File: src/sv/hbfr_pkg.sv
package hbfr_pkg;

    localparam int HDR_BYTES = 4;
    localparam int HDR_IW    = $clog2(HDR_BYTES);
    localparam int LEN_W     = 6;
    localparam int ADDR_W    = 7;

    localparam logic [7:0] BYTE_ESC    = 8'hff;
    localparam logic [7:0] BYTE_ZERO   = 8'h00;
    localparam logic [7:0] MAC_ACK     = 8'h01;
    localparam logic [7:0] MASTER_ADDR = 8'h08;
    localparam logic [7:0] MAC_TOP     = 8'h80;
    localparam logic [ADDR_W-1:0] ADDR_LOW  = 7'h08;
    localparam logic [ADDR_W-1:0] ADDR_NONE = 7'h00;
    localparam logic [ADDR_W-1:0] OWN_RESET = 7'd11;
    localparam int MIN_LONG = 6;

    typedef enum logic [2:0] {
        V_ACK      = 3'd0,
        V_RELEASE  = 3'd1,
        V_ASSIGN   = 3'd2,
        V_UNKNOWN  = 3'd3,
        V_SHORT    = 3'd4,
        V_WRONG    = 3'd5,
        V_BAD      = 3'd6,
        V_ACCEPTED = 3'd7
    } t_verdict;

    typedef enum logic [1:0] {
        L_RELEASED = 2'd0,
        L_ASSIGNED = 2'd1,
        L_WROTE    = 2'd2,
        L_READ     = 2'd3
    } t_link;

    typedef logic [HDR_BYTES-1:0][7:0] t_hdr;

    // decoder event for the request in flight
    typedef struct packed {
        logic             echo;
        logic             eop;
        logic [7:0]       data;
        logic             single;
        logic             short_pkt;
        logic [LEN_W-1:0] length;
    } t_dec_evt;

    typedef struct packed {
        t_link             link;
        logic [ADDR_W-1:0] polled;
    } t_bus;

    typedef struct packed {
        logic              kind;
        logic [7:0]        data;
        t_verdict          verdict;
        logic [LEN_W-1:0]  length;
        logic              seq_err;
        logic              poll;
        logic [ADDR_W-1:0] owner;
        t_link             state;
    } t_result;

endpackage

File: src/sv/hbfr_in_if.sv
interface hbfr_in_if;
    logic       valid;
    logic       ready;
    logic [7:0] line_byte;
    logic       abort_packet;

    modport source (output valid, output line_byte, output abort_packet, input ready);
    modport sink   (input valid, input line_byte, input abort_packet, output ready);
endinterface

File: src/sv/hbfr_out_if.sv
interface hbfr_out_if;
    logic       valid;
    logic       ready;
    logic       result_kind;
    logic [7:0] data_value;
    logic [2:0] verdict;
    logic [5:0] packet_length;
    logic       sequence_error;
    logic       poll_for_us;
    logic [6:0] bus_owner;
    logic [1:0] bus_state;

    modport source (output valid, output result_kind, output data_value, output verdict,
                    output packet_length, output sequence_error, output poll_for_us,
                    output bus_owner, output bus_state, input ready);
    modport sink   (input valid, input result_kind, input data_value, input verdict,
                    input packet_length, input sequence_error, input poll_for_us,
                    input bus_owner, input bus_state, output ready);
endinterface

File: src/sv/hbfr_cfg_if.sv
interface hbfr_cfg_if;
    logic       valid;
    logic       ready;
    logic [6:0] own_address;

    modport source (output valid, output own_address, input ready);
    modport sink   (input valid, input own_address, output ready);
endinterface

File: src/sv/heating_bus_frame_receiver.sv
// Channel  | Dir | Payload                                            | Accept
// ---------+-----+----------------------------------------------------+-------------------
// i_in     | in  | line_byte, abort_packet                            | valid & ready
// o_out    | out | result_kind, data_value, verdict, packet_length,   | valid & ready
//          |     | sequence_error, poll_for_us, bus_owner, bus_state  |
// i_cfg    | in  | own_address                                        | valid & ready
//
// One line byte per cycle unless o_out stalls; a result appears in the cycle after its
// request is taken. Escape decode and the bus-ownership judge sit between the decoder
// state and the single output register; no other stage.
// i_in.ready drops only while the output register holds a result that o_out stalls.
// Synchronous active-low reset clears decoder, bus state, reply header; own_address gets 11.
module heating_bus_frame_receiver #(
    parameter int MAX_BYTES = 32
) (
    input  logic   i_clk,
    input  logic   i_rst_n,
    hbfr_in_if.sink    i_in,
    hbfr_out_if.source o_out,
    hbfr_cfg_if.sink   i_cfg
);

    logic                         accept;
    hbfr_pkg::t_dec_evt           evt;
    hbfr_pkg::t_hdr               hdr;
    hbfr_pkg::t_bus               r_bus, n_bus;
    hbfr_pkg::t_hdr               r_exp, n_exp;
    logic [hbfr_pkg::ADDR_W-1:0]  r_own;
    hbfr_pkg::t_verdict           verdict;
    logic                         seq_err;
    logic                         poll;
    logic                         r_out_valid;
    hbfr_pkg::t_result            r_res, n_res;

    assign i_in.ready  = !r_out_valid || o_out.ready;
    assign accept      = i_in.valid && i_in.ready;
    assign i_cfg.ready = 1'b1;

    hbfr_escape #(
        .MAX_BYTES (MAX_BYTES)
    ) u_escape (
        .i_clk    (i_clk),
        .i_rst_n  (i_rst_n),
        .i_accept (accept),
        .i_byte   (i_in.line_byte),
        .i_abort  (i_in.abort_packet),
        .o_evt    (evt),
        .o_hdr    (hdr)
    );

    hbfr_judge u_judge (
        .i_evt     (evt),
        .i_hdr     (hdr),
        .i_bus     (r_bus),
        .i_exp     (r_exp),
        .i_own     (r_own),
        .o_verdict (verdict),
        .o_seq_err (seq_err),
        .o_poll    (poll),
        .o_bus     (n_bus),
        .o_exp     (n_exp)
    );

    always_comb begin
        n_res = '0;
        if (evt.eop) begin
            n_res.kind    = 1'b1;
            n_res.verdict = verdict;
            n_res.length  = evt.length;
            n_res.seq_err = seq_err;
            n_res.poll    = poll;
            n_res.owner   = n_bus.polled;
            n_res.state   = n_bus.link;
        end else begin
            n_res.data    = evt.data;
        end
    end

    always_ff @(posedge i_clk) begin
        if (!i_rst_n) begin
            r_bus       <= '{link: hbfr_pkg::L_RELEASED, polled: hbfr_pkg::ADDR_NONE};
            r_exp       <= '0;
            r_own       <= hbfr_pkg::OWN_RESET;
            r_out_valid <= 1'b0;
        end else begin
            if (i_cfg.valid) r_own <= i_cfg.own_address;
            if (accept && evt.eop) begin
                r_bus <= n_bus;
                r_exp <= n_exp;
            end
            if (accept && (evt.echo || evt.eop)) r_out_valid <= 1'b1;
            else if (o_out.ready)                r_out_valid <= 1'b0;
        end
    end

    always_ff @(posedge i_clk) begin
        if (accept && (evt.echo || evt.eop)) r_res <= n_res;
    end

    assign o_out.valid          = r_out_valid;
    assign o_out.result_kind    = r_res.kind;
    assign o_out.data_value     = r_res.data;
    assign o_out.verdict        = r_res.verdict;
    assign o_out.packet_length  = r_res.length;
    assign o_out.sequence_error = r_res.seq_err;
    assign o_out.poll_for_us    = r_res.poll;
    assign o_out.bus_owner      = r_res.owner;
    assign o_out.bus_state      = r_res.state;

`ifndef SYNTHESIS
    a_stall_blocks_input: assert property (@(posedge i_clk) disable iff (!i_rst_n)
        (o_out.valid && !o_out.ready) |-> !i_in.ready)
        else $error("input taken while result stalled");

    a_poll_on_verdict: assert property (@(posedge i_clk) disable iff (!i_rst_n)
        (o_out.valid && o_out.poll_for_us) |-> o_out.result_kind)
        else $error("poll_for_us on a data echo");

    a_release_clears_owner: assert property (@(posedge i_clk) disable iff (!i_rst_n)
        (o_out.valid && o_out.result_kind && o_out.verdict == hbfr_pkg::V_RELEASE)
        |-> (o_out.bus_owner == hbfr_pkg::ADDR_NONE && o_out.bus_state == hbfr_pkg::L_RELEASED))
        else $error("release verdict left bus owned");

    a_abort_no_result: assert property (@(posedge i_clk) disable iff (!i_rst_n)
        (accept && i_in.abort_packet && !(o_out.valid && !o_out.ready)) |=> !o_out.valid)
        else $error("abort request produced a result");
`endif

endmodule

File: src/sv/hbfr_escape.sv
module hbfr_escape #(
    parameter int MAX_BYTES = 32
) (
    input  logic               i_clk,
    input  logic               i_rst_n,
    input  logic               i_accept,
    input  logic [7:0]         i_byte,
    input  logic               i_abort,
    output hbfr_pkg::t_dec_evt o_evt,
    output hbfr_pkg::t_hdr     o_hdr
);

    localparam int CW = $clog2(MAX_BYTES + 1);

    typedef enum logic [1:0] {
        PH_IDLE,
        PH_FF_SEEN,
        PH_MARKED
    } t_phase;

    t_phase          r_phase, n_phase;
    logic [CW-1:0]   r_count, n_count;
    hbfr_pkg::t_hdr  r_hdr;
    logic            take;
    logic            store;

    always_comb begin
        n_phase = r_phase;
        take    = 1'b0;
        o_evt   = '0;
        if (i_abort) begin
            n_phase = PH_IDLE;
        end else begin
            case (r_phase)
                PH_IDLE: begin
                    if (i_byte == hbfr_pkg::BYTE_ESC) n_phase = PH_FF_SEEN;
                    else take = 1'b1;
                end
                PH_FF_SEEN: begin
                    if (i_byte == hbfr_pkg::BYTE_ZERO) begin
                        n_phase = PH_MARKED;
                    end else begin
                        // doubled 0xff is a literal; any other follower is dropped
                        n_phase = PH_IDLE;
                        take    = (i_byte == hbfr_pkg::BYTE_ESC);
                    end
                end
                PH_MARKED: begin
                    n_phase = PH_IDLE;
                    if (i_byte == hbfr_pkg::BYTE_ZERO) o_evt.eop = 1'b1;
                    else take = 1'b1;
                end
                default: n_phase = PH_IDLE;
            endcase
        end

        store           = take && (r_count < CW'(MAX_BYTES));
        o_evt.echo      = store;
        o_evt.data      = i_byte;
        o_evt.single    = (r_count == CW'(1));
        o_evt.short_pkt = (r_count < CW'(hbfr_pkg::MIN_LONG));
        o_evt.length    = hbfr_pkg::LEN_W'(r_count);

        if (i_abort || o_evt.eop) n_count = '0;
        else if (store)           n_count = r_count + CW'(1);
        else                      n_count = r_count;
    end

    always_ff @(posedge i_clk) begin
        if (!i_rst_n) begin
            r_phase <= PH_IDLE;
            r_count <= '0;
        end else if (i_accept) begin
            r_phase <= n_phase;
            r_count <= n_count;
        end
    end

    always_ff @(posedge i_clk) begin
        if (i_accept && store && (r_count < CW'(hbfr_pkg::HDR_BYTES))) begin
            r_hdr[r_count[hbfr_pkg::HDR_IW-1:0]] <= i_byte;
        end
    end

    assign o_hdr = r_hdr;

endmodule

File: src/sv/hbfr_judge.sv
module hbfr_judge (
    input  hbfr_pkg::t_dec_evt         i_evt,
    input  hbfr_pkg::t_hdr             i_hdr,
    input  hbfr_pkg::t_bus             i_bus,
    input  hbfr_pkg::t_hdr             i_exp,
    input  logic [hbfr_pkg::ADDR_W-1:0] i_own,
    output hbfr_pkg::t_verdict         o_verdict,
    output logic                       o_seq_err,
    output logic                       o_poll,
    output hbfr_pkg::t_bus             o_bus,
    output hbfr_pkg::t_hdr             o_exp
);

    logic [7:0]                  b0, b1;
    logic [hbfr_pkg::ADDR_W-1:0] dst;
    logic                        reply_ok;
    logic                        own_polled;

    always_comb begin
        b0         = i_hdr[0];
        b1         = i_hdr[1];
        dst        = b1[hbfr_pkg::ADDR_W-1:0];
        reply_ok   = (i_exp == i_hdr);
        own_polled = (i_bus.polled == i_own);

        o_verdict = hbfr_pkg::V_UNKNOWN;
        o_seq_err = 1'b0;
        o_poll    = 1'b0;
        o_bus     = i_bus;
        o_exp     = i_exp;

        if (i_evt.single) begin
            if (b0 == hbfr_pkg::MAC_ACK) begin
                o_verdict = hbfr_pkg::V_ACK;
                o_seq_err = (i_bus.link != hbfr_pkg::L_WROTE);
                if (own_polled) o_poll = 1'b1;
                else            o_bus.link = hbfr_pkg::L_ASSIGNED;
            end else if (b0 inside {[hbfr_pkg::MASTER_ADDR : hbfr_pkg::MAC_TOP - 8'd1]}) begin
                o_verdict    = hbfr_pkg::V_RELEASE;
                o_seq_err    = (i_bus.link != hbfr_pkg::L_ASSIGNED);
                o_bus.polled = hbfr_pkg::ADDR_NONE;
                o_bus.link   = hbfr_pkg::L_RELEASED;
            end else if (b0[7]) begin
                o_verdict    = hbfr_pkg::V_ASSIGN;
                o_seq_err    = (i_bus.link inside {hbfr_pkg::L_WROTE, hbfr_pkg::L_READ});
                o_bus.polled = b0[hbfr_pkg::ADDR_W-1:0];
                if (b0[hbfr_pkg::ADDR_W-1:0] == i_own) o_poll = 1'b1;
                else                                   o_bus.link = hbfr_pkg::L_ASSIGNED;
            end
        end else if (i_evt.short_pkt) begin
            o_verdict = hbfr_pkg::V_SHORT;
            if (i_bus.link inside {hbfr_pkg::L_WROTE, hbfr_pkg::L_READ}) begin
                o_bus.link = hbfr_pkg::L_ASSIGNED;
            end
        end else if (b0 == hbfr_pkg::MASTER_ADDR &&
                     (i_bus.link != hbfr_pkg::L_READ || !reply_ok)) begin
            // master frame that is not the awaited reply takes the bus back
            o_verdict  = hbfr_pkg::V_ACCEPTED;
            o_bus.link = hbfr_pkg::L_RELEASED;
        end else begin
            case (i_bus.link)
                hbfr_pkg::L_ASSIGNED: begin
                    if (b0 != {1'b0, i_bus.polled} && b0 != hbfr_pkg::MASTER_ADDR) begin
                        o_verdict = hbfr_pkg::V_WRONG;
                    end else if (b1[7]) begin
                        if (dst < hbfr_pkg::ADDR_LOW) begin
                            o_verdict = hbfr_pkg::V_BAD;
                        end else begin
                            // read request: remember the header the reply must carry
                            o_verdict  = hbfr_pkg::V_ACCEPTED;
                            o_exp[0]   = {1'b0, dst};
                            o_exp[1]   = b0;
                            o_exp[2]   = i_hdr[2];
                            o_exp[3]   = i_hdr[3];
                            o_bus.link = hbfr_pkg::L_READ;
                        end
                    end else begin
                        if (dst != hbfr_pkg::ADDR_NONE && dst < hbfr_pkg::ADDR_LOW) begin
                            o_verdict = hbfr_pkg::V_BAD;
                        end else begin
                            o_verdict = hbfr_pkg::V_ACCEPTED;
                            if (dst >= hbfr_pkg::ADDR_LOW) o_bus.link = hbfr_pkg::L_WROTE;
                        end
                    end
                end
                hbfr_pkg::L_READ: begin
                    o_bus.link = hbfr_pkg::L_ASSIGNED;
                    if (!reply_ok) begin
                        o_verdict = hbfr_pkg::V_BAD;
                    end else begin
                        o_verdict = hbfr_pkg::V_ACCEPTED;
                        o_poll    = own_polled;
                    end
                end
                hbfr_pkg::L_WROTE: o_verdict = hbfr_pkg::V_WRONG;
                default: begin
                    if (b0 != hbfr_pkg::MASTER_ADDR) o_verdict = hbfr_pkg::V_WRONG;
                    else                             o_verdict = hbfr_pkg::V_ACCEPTED;
                end
            endcase
        end
    end

endmodule
File: src/flat_wrapper.sv
// flat-port wrapper written by rule: the top's interface ports become plain ports
module heating_bus_frame_receiver_flat 
#(
    parameter int MAX_BYTES = 32
)
  (i_clk, i_rst_n, i_in_valid, i_in_line_byte, i_in_abort_packet, i_in_ready, o_out_valid, o_out_result_kind, o_out_data_value, o_out_verdict, o_out_packet_length, o_out_sequence_error, o_out_poll_for_us, o_out_bus_owner, o_out_bus_state, o_out_ready, i_cfg_valid, i_cfg_own_address, i_cfg_ready);
  hbfr_in_if i_in_i ();
  hbfr_out_if o_out_i ();
  hbfr_cfg_if i_cfg_i ();
  input  logic i_clk;
  input  logic i_rst_n;
  input wire logic [$bits(i_in_i.valid)-1:0] i_in_valid;
  input wire logic [$bits(i_in_i.line_byte)-1:0] i_in_line_byte;
  input wire logic [$bits(i_in_i.abort_packet)-1:0] i_in_abort_packet;
  output wire logic [$bits(i_in_i.ready)-1:0] i_in_ready;
  output wire logic [$bits(o_out_i.valid)-1:0] o_out_valid;
  output wire logic [$bits(o_out_i.result_kind)-1:0] o_out_result_kind;
  output wire logic [$bits(o_out_i.data_value)-1:0] o_out_data_value;
  output wire logic [$bits(o_out_i.verdict)-1:0] o_out_verdict;
  output wire logic [$bits(o_out_i.packet_length)-1:0] o_out_packet_length;
  output wire logic [$bits(o_out_i.sequence_error)-1:0] o_out_sequence_error;
  output wire logic [$bits(o_out_i.poll_for_us)-1:0] o_out_poll_for_us;
  output wire logic [$bits(o_out_i.bus_owner)-1:0] o_out_bus_owner;
  output wire logic [$bits(o_out_i.bus_state)-1:0] o_out_bus_state;
  input wire logic [$bits(o_out_i.ready)-1:0] o_out_ready;
  input wire logic [$bits(i_cfg_i.valid)-1:0] i_cfg_valid;
  input wire logic [$bits(i_cfg_i.own_address)-1:0] i_cfg_own_address;
  output wire logic [$bits(i_cfg_i.ready)-1:0] i_cfg_ready;
  assign i_in_i.valid = i_in_valid;
  assign i_in_i.line_byte = i_in_line_byte;
  assign i_in_i.abort_packet = i_in_abort_packet;
  assign i_in_ready = i_in_i.ready;
  assign o_out_valid = o_out_i.valid;
  assign o_out_result_kind = o_out_i.result_kind;
  assign o_out_data_value = o_out_i.data_value;
  assign o_out_verdict = o_out_i.verdict;
  assign o_out_packet_length = o_out_i.packet_length;
  assign o_out_sequence_error = o_out_i.sequence_error;
  assign o_out_poll_for_us = o_out_i.poll_for_us;
  assign o_out_bus_owner = o_out_i.bus_owner;
  assign o_out_bus_state = o_out_i.bus_state;
  assign o_out_i.ready = o_out_ready;
  assign i_cfg_i.valid = i_cfg_valid;
  assign i_cfg_i.own_address = i_cfg_own_address;
  assign i_cfg_ready = i_cfg_i.ready;
  heating_bus_frame_receiver #(.MAX_BYTES(MAX_BYTES)) u_core (.i_clk(i_clk), .i_rst_n(i_rst_n), .i_in(i_in_i), .o_out(o_out_i), .i_cfg(i_cfg_i));
endmodule
File: config.mk
export PLATFORM = sky130hd
export DESIGN_NAME = heating_bus_frame_receiver_flat
export DESIGN_NICKNAME = d
export VERILOG_FILES = /design/src/sv/hbfr_pkg.sv /design/src/sv/hbfr_in_if.sv /design/src/sv/hbfr_out_if.sv /design/src/sv/hbfr_cfg_if.sv /design/src/sv/heating_bus_frame_receiver.sv /design/src/sv/hbfr_escape.sv /design/src/sv/hbfr_judge.sv /design/src/flat_wrapper.sv
export SDC_FILE = /design/constraint.sdc
export NUM_CORES = 1
export LEC_CHECK = 0
export ABC_AREA = 1
export BUFFER_PORTS_ARGS = -buffer_cell sky130_fd_sc_hd__buf_2
export CORE_UTILIZATION = 66
export DETAILED_ROUTE_END_ITERATION = 6
export MAX_ROUTING_LAYER = met4
export PLACE_DENSITY = 0.9
export SKIP_CTS_REPAIR_TIMING = 1
export SLEW_MARGIN = 25
export SYNTH_ARGS = -nofsm -noshare
export SYNTH_HDL_FRONTEND = slang
export SYNTH_HIERARCHICAL = 1
export SYNTH_SLANG_ARGS = --single-unit
File: constraint.sdc
create_clock -name i_clk -period 7.6 [get_ports i_clk]
set_clock_uncertainty 0.15 [all_clocks]
set_input_delay 0.38 -clock i_clk [delete_from_list [all_inputs] [get_ports i_clk]]
set_output_delay 0.38 -clock i_clk [all_outputs]
set_load 0.005 [all_outputs]
Word level (Yosys, flattened, before mapping)
Index checks and enable logic that the tools add are counted.

Register bits: 117. Input bits: 21. Output and inout bits: 32. Word-level logic and storage cells: 145.

Add/sub/neg operators: 1. Magnitude comparators: 9. Eq/ne operators: 18. Mux-type cells: 63. Bitwise operators: 5. Reduce and logical (&&, ||, !) cells: 27.

Operator list (number): 2-bit 2-to-1 mux (18); 32-bit bitwise mux (1); 32-bit equality test (1); 1-bit 2-to-1 mux (27); 9-bit 2-to-1 mux (2); 8-bit demux with 2-bit select (1); 3-bit 2-to-1 mux (5); 7-bit equality test (2); 7-bit 2-to-1 mux (2); 6-bit by 3-bit less-than comparator with 1-bit output, second input constant (2); 6-bit 2-to-1 mux (2); 1-bit logical AND (11); 3-bit one-hot mux with 3 select lines (1); 8-bit by 1-bit equality test with 1-bit output, second input constant (1); 8-bit by 4-bit equality test with 1-bit output, second input constant (1); 8-bit equality test, second input constant (1); 8-bit by 4-bit >= comparator with 1-bit output, second input constant (1); 8-bit by 7-bit less-or-equal comparator with 1-bit output, second input constant (1); 8-bit logical NOT (1); 8-bit 2-to-1 mux (1); 8-bit by 4-bit != test with 1-bit output, second input constant (1); 8-bit by 7-bit != test with 1-bit output (1); 2-bit one-hot mux with 2 select lines (2); 8-bit AND reduction (1); other kinds (20) (36).

Logic depth before layout (Yosys ltp)
Depth after elaboration: 9. Depth in mapped cells: 18. Depth with buffers taken out: 16.

Cells and area by module
The synthesis kept the hierarchy.

By module, submodules not included: heating_bus_frame_receiver (times used 1, cells each 483, area an instance 3567.2 um2, seq. area each 1851.8 um2); hbfr_judge (times used 1, cells each 356, area an instance 1784.2 um2, seq. area each 0.0 um2); hbfr_escape (times used 1, cells each 150, area an instance 1754.2 um2, seq. area each 1121.1 um2).

Worst setup path before layout
No wires, ideal clock.

Path kind: input to register. Start point: input i_in_line_byte[7]. End point: register u_core.r_res, in the netlist u_core/o_out.bus_owner[0] (enable). Library setup time: 0.425 ns. Data arrival time: 2.558 ns. Data required time: 7.025 ns. Path slack: 4.467 ns. Stages: 8. Path buffers: 1. Cell sequence: nor2_1 -> nand2_1 -> nor2_2 -> nand2_1 -> nor2_1 -> buf_2 -> inv_1 -> a21oi_1.

RTL lines: from (decl) (line flat_wrapper.sv:13) `input wire logic [$bits(i_in_i.line_byte)-1:0] i_in_line_byte;`; to (signal assigned) (line heating_bus_frame_receiver.sv:97) `if (accept && (evt.echo || evt.eop)) r_res <= n_res;`; to (decl) (line heating_bus_frame_receiver.sv:33) `hbfr_pkg::t_result r_res, n_res;`.

==> metrics.csv <==
metric,value,unit
status,"complete, but fails checks",
failing checks,design-rule violations,
Comb power frac,0.069,
TritonCTS Buffers,17,
pin count of the biggest net entering global routing,53,
Core Area,0.0104,sq mm
utilization after layout,0.769,
number of synthesized flops with an enable pin,61,
Skew-Pair Late Insertion Delay,540,ps
"Largest stage delay, worst path",780,ps
die area,0.0112,sq mm
most frequent cells in the layout,"nand2_1, inv_1, nor2_1",
initial drt markers,1001,
Setup Crit Path Kind,in -> reg,
Initial Utilization,0.685,
CP cell instances,"dlygate4sd3_1, buf_2, nor2_1, nand2_1, nor2_2, nand2_1, nor2_4, buf_4, inv_1, a21oi_4",
CP max FO,37,
multi-input gate area in the final layout,0.00299,sq mm
Worst R2R Setup Slack,4000,ps
Clock power frac,0.501,
Clock Pin Slew Worst Setup and Hold Paths,60,ps
ys flop type,edfxtp_1,
Filler cells,646,
Area contributors post-synth,"edfxtp_1, dfxtp_1, nand2_1, inv_1, nand4_1",
final worst path period need,3910,ps
RSZ-0062 raised after global routing,false,
Area Growth Syn to Fin,12.2,%
count of final setup violators,0,
CTS root buf,clkbuf_8,
PD cells,205,mW/mm^2
final WL,19.5,mm
Worst slew margin,0.296,
fmax,0.256,GHz
number of H-tree levels,4,
post-route ant nets,0,
first-pass GRT wire length,29.9,mm
CP arrival,3920,ps
CTS tree,built,
register share of total power,0.430,
P_int,1.21,mW
Avg Inst Size Synth,7.18,sq um
pre-CTS setup slack,3850,ps
post-route worst setup slack,3690,ps
via-per-instance ratio,5.74,
chip width,106,um
setup TNS,0,ps
Max IR drop VDD,0.203,mV
final max-slew violation count,0,
routability cong.,0.860,
DRC violations left,1,
# nets final,1047,
Hold Fails Final Rpt,0,
DP Wirelength,10.9,mm
Max Cap Violations,0,
IO Port Bufs,51,
placed inst area,0.00722,sq mm
Synth Cell Area,0.00711,sq mm
CP max-delay cell,a21oi_4,
DR WL/cell,16.7,um
critical path endpoint category,flop,
HP Class,in -> reg,
share of cells above drive strength 1,0.119,
post-synth cell types,39,
number of detailed-route iterations in the first pass,7,
gr ovfl total,0,
vias in the first global route,6161,
Worst Tran Pin Value,1060,ps
Post-synth ARST share,0,
die height,106,um
crit path launch type,input port,
Post-Place Cells,1125,
worst path required time,7610,ps
cell area after layout,0.00797,sq mm
CTS sink cnt,118,
Final Cycle Share,0.514,
post-synthesis sequential area ratio,0.418,
Net Sw Frac,0.261,
CTS max path bufs,2,
Synth Instances,989,
I/O Pins,53,
"FF+latch count, synth",118,
Yosys Warn Count,6,
register area,0.00297,sq mm
initial antenna violation count,1,
Tot GR Track Use,0.357,
Worst path most repeated cell,nand2_1,
Leakage,3.64,nW
top-area cell type share of the netlist area,0.258,
FP Rows,37,
"commonest non-fill, non-tap cell in the layout",nand2_1,
via count,6723,
Psw,0.426,mW
cell taking the most area after synthesis,edfxtp_1,
Mapped Nets,1014,
final non-filler cell total,1172,
==> per-stage QoR <==
stage	total power, mW	hold slack [ps]
floorplan	0.781	327
global placement	0.810	347
detailed placement	0.813	353
CTS	1.62	-99.3
global route	1.67	16.2
finish	1.63	7.77
==> flip-flops by register name, indices dropped and copies added, names as in the netlist, 2 cells and up <==
register	count
u_core/r_exp	32
u_core/u_escape/o_hdr	32
u_core/r_bus	9
u_core/o_out.data_value	8
u_core/o_out.bus_owner	7
u_core/r_own	7
u_core/o_out.packet_length	6
u_core/u_escape/r_count	6
u_core/o_out.verdict	3
u_core/o_out.bus_state	2
u_core/u_escape/r_phase	2
==> synth_stat cells (all sizes together) (2+ instances only) <==
cell type,count
dfxtp,57
nor3,5
clkbuf,5
a211oi,2
nand2,295
o21ai,15
xor2,9
inv,219
a21boi,2
o22ai,5
nand4,80
nor2,105
buf,49
a21oi,14
ha,4
nand3,25
xnor2,31
edfxtp,61
==> area by class of cell <==
cell class | count | share of cell area
Timing Repair Buffer | 68 | 0.0524
Clock buffer | 17 | 0.0520
Clock inverter | 15 | 0.0231
Tap cell | 136 | 0.0214
Sequential cell | 118 | 0.373
Antenna cell | 1 | 0.000314
Inverter | 219 | 0.103
Multi-Input combinational cell | 598 | 0.375
==> worst paths after layout <==
kind	start	to	cells after the start
max	i_in_line_byte[4]	u_core/o_out.verdict[0]	10
max reg2reg	u_core/u_escape/o_hdr[4]	u_core/r_exp[23]	16
min	i_cfg_valid	u_core/r_own[3]	3
min reg2reg	u_core/r_own[0]	u_core/r_own[0]	2
==> logic make-up after synthesis <==
logic type	synth area share
xor gates and xnor gates	0.0493
DFF	0.418
buffers and inverters	0.165
other	0.000528
AOI/OAI and AO/OA	0.0319
adders and majority gates	0.00704
and+or+nand+nor	0.328
==> critical path, delay by kind of cell <==
kind / cells / cell delay [ps]
AO/OA/AOI/OAI: 1 / 780
buffers and inverters: 4 / 1360
AND/OR/NAND/NOR: 5 / 1350
==> power groups by stage <==
stage	sequential, mW	clock (mW)	combinational, mW
final	0.702	0.818	0.113
after global routing	0.703	0.848	0.121
after CTS	0.700	0.820	0.102
after detailed placement	0.714	0	0.0998
after global placement	0.713	0	0.0969
after floorplan	0.708	0	0.0728
==> per-layer routing <==
metal  vias to the layer above  track usage  part of all wire
li1                       3098            -                 -
met1                      2987        0.427              0.37
met2                       531        0.560              0.47
met3                       107       0.0989              0.11
met4                         0        0.170             0.044
met5                         -            -                 0
(Power assumes the default switching activity.)
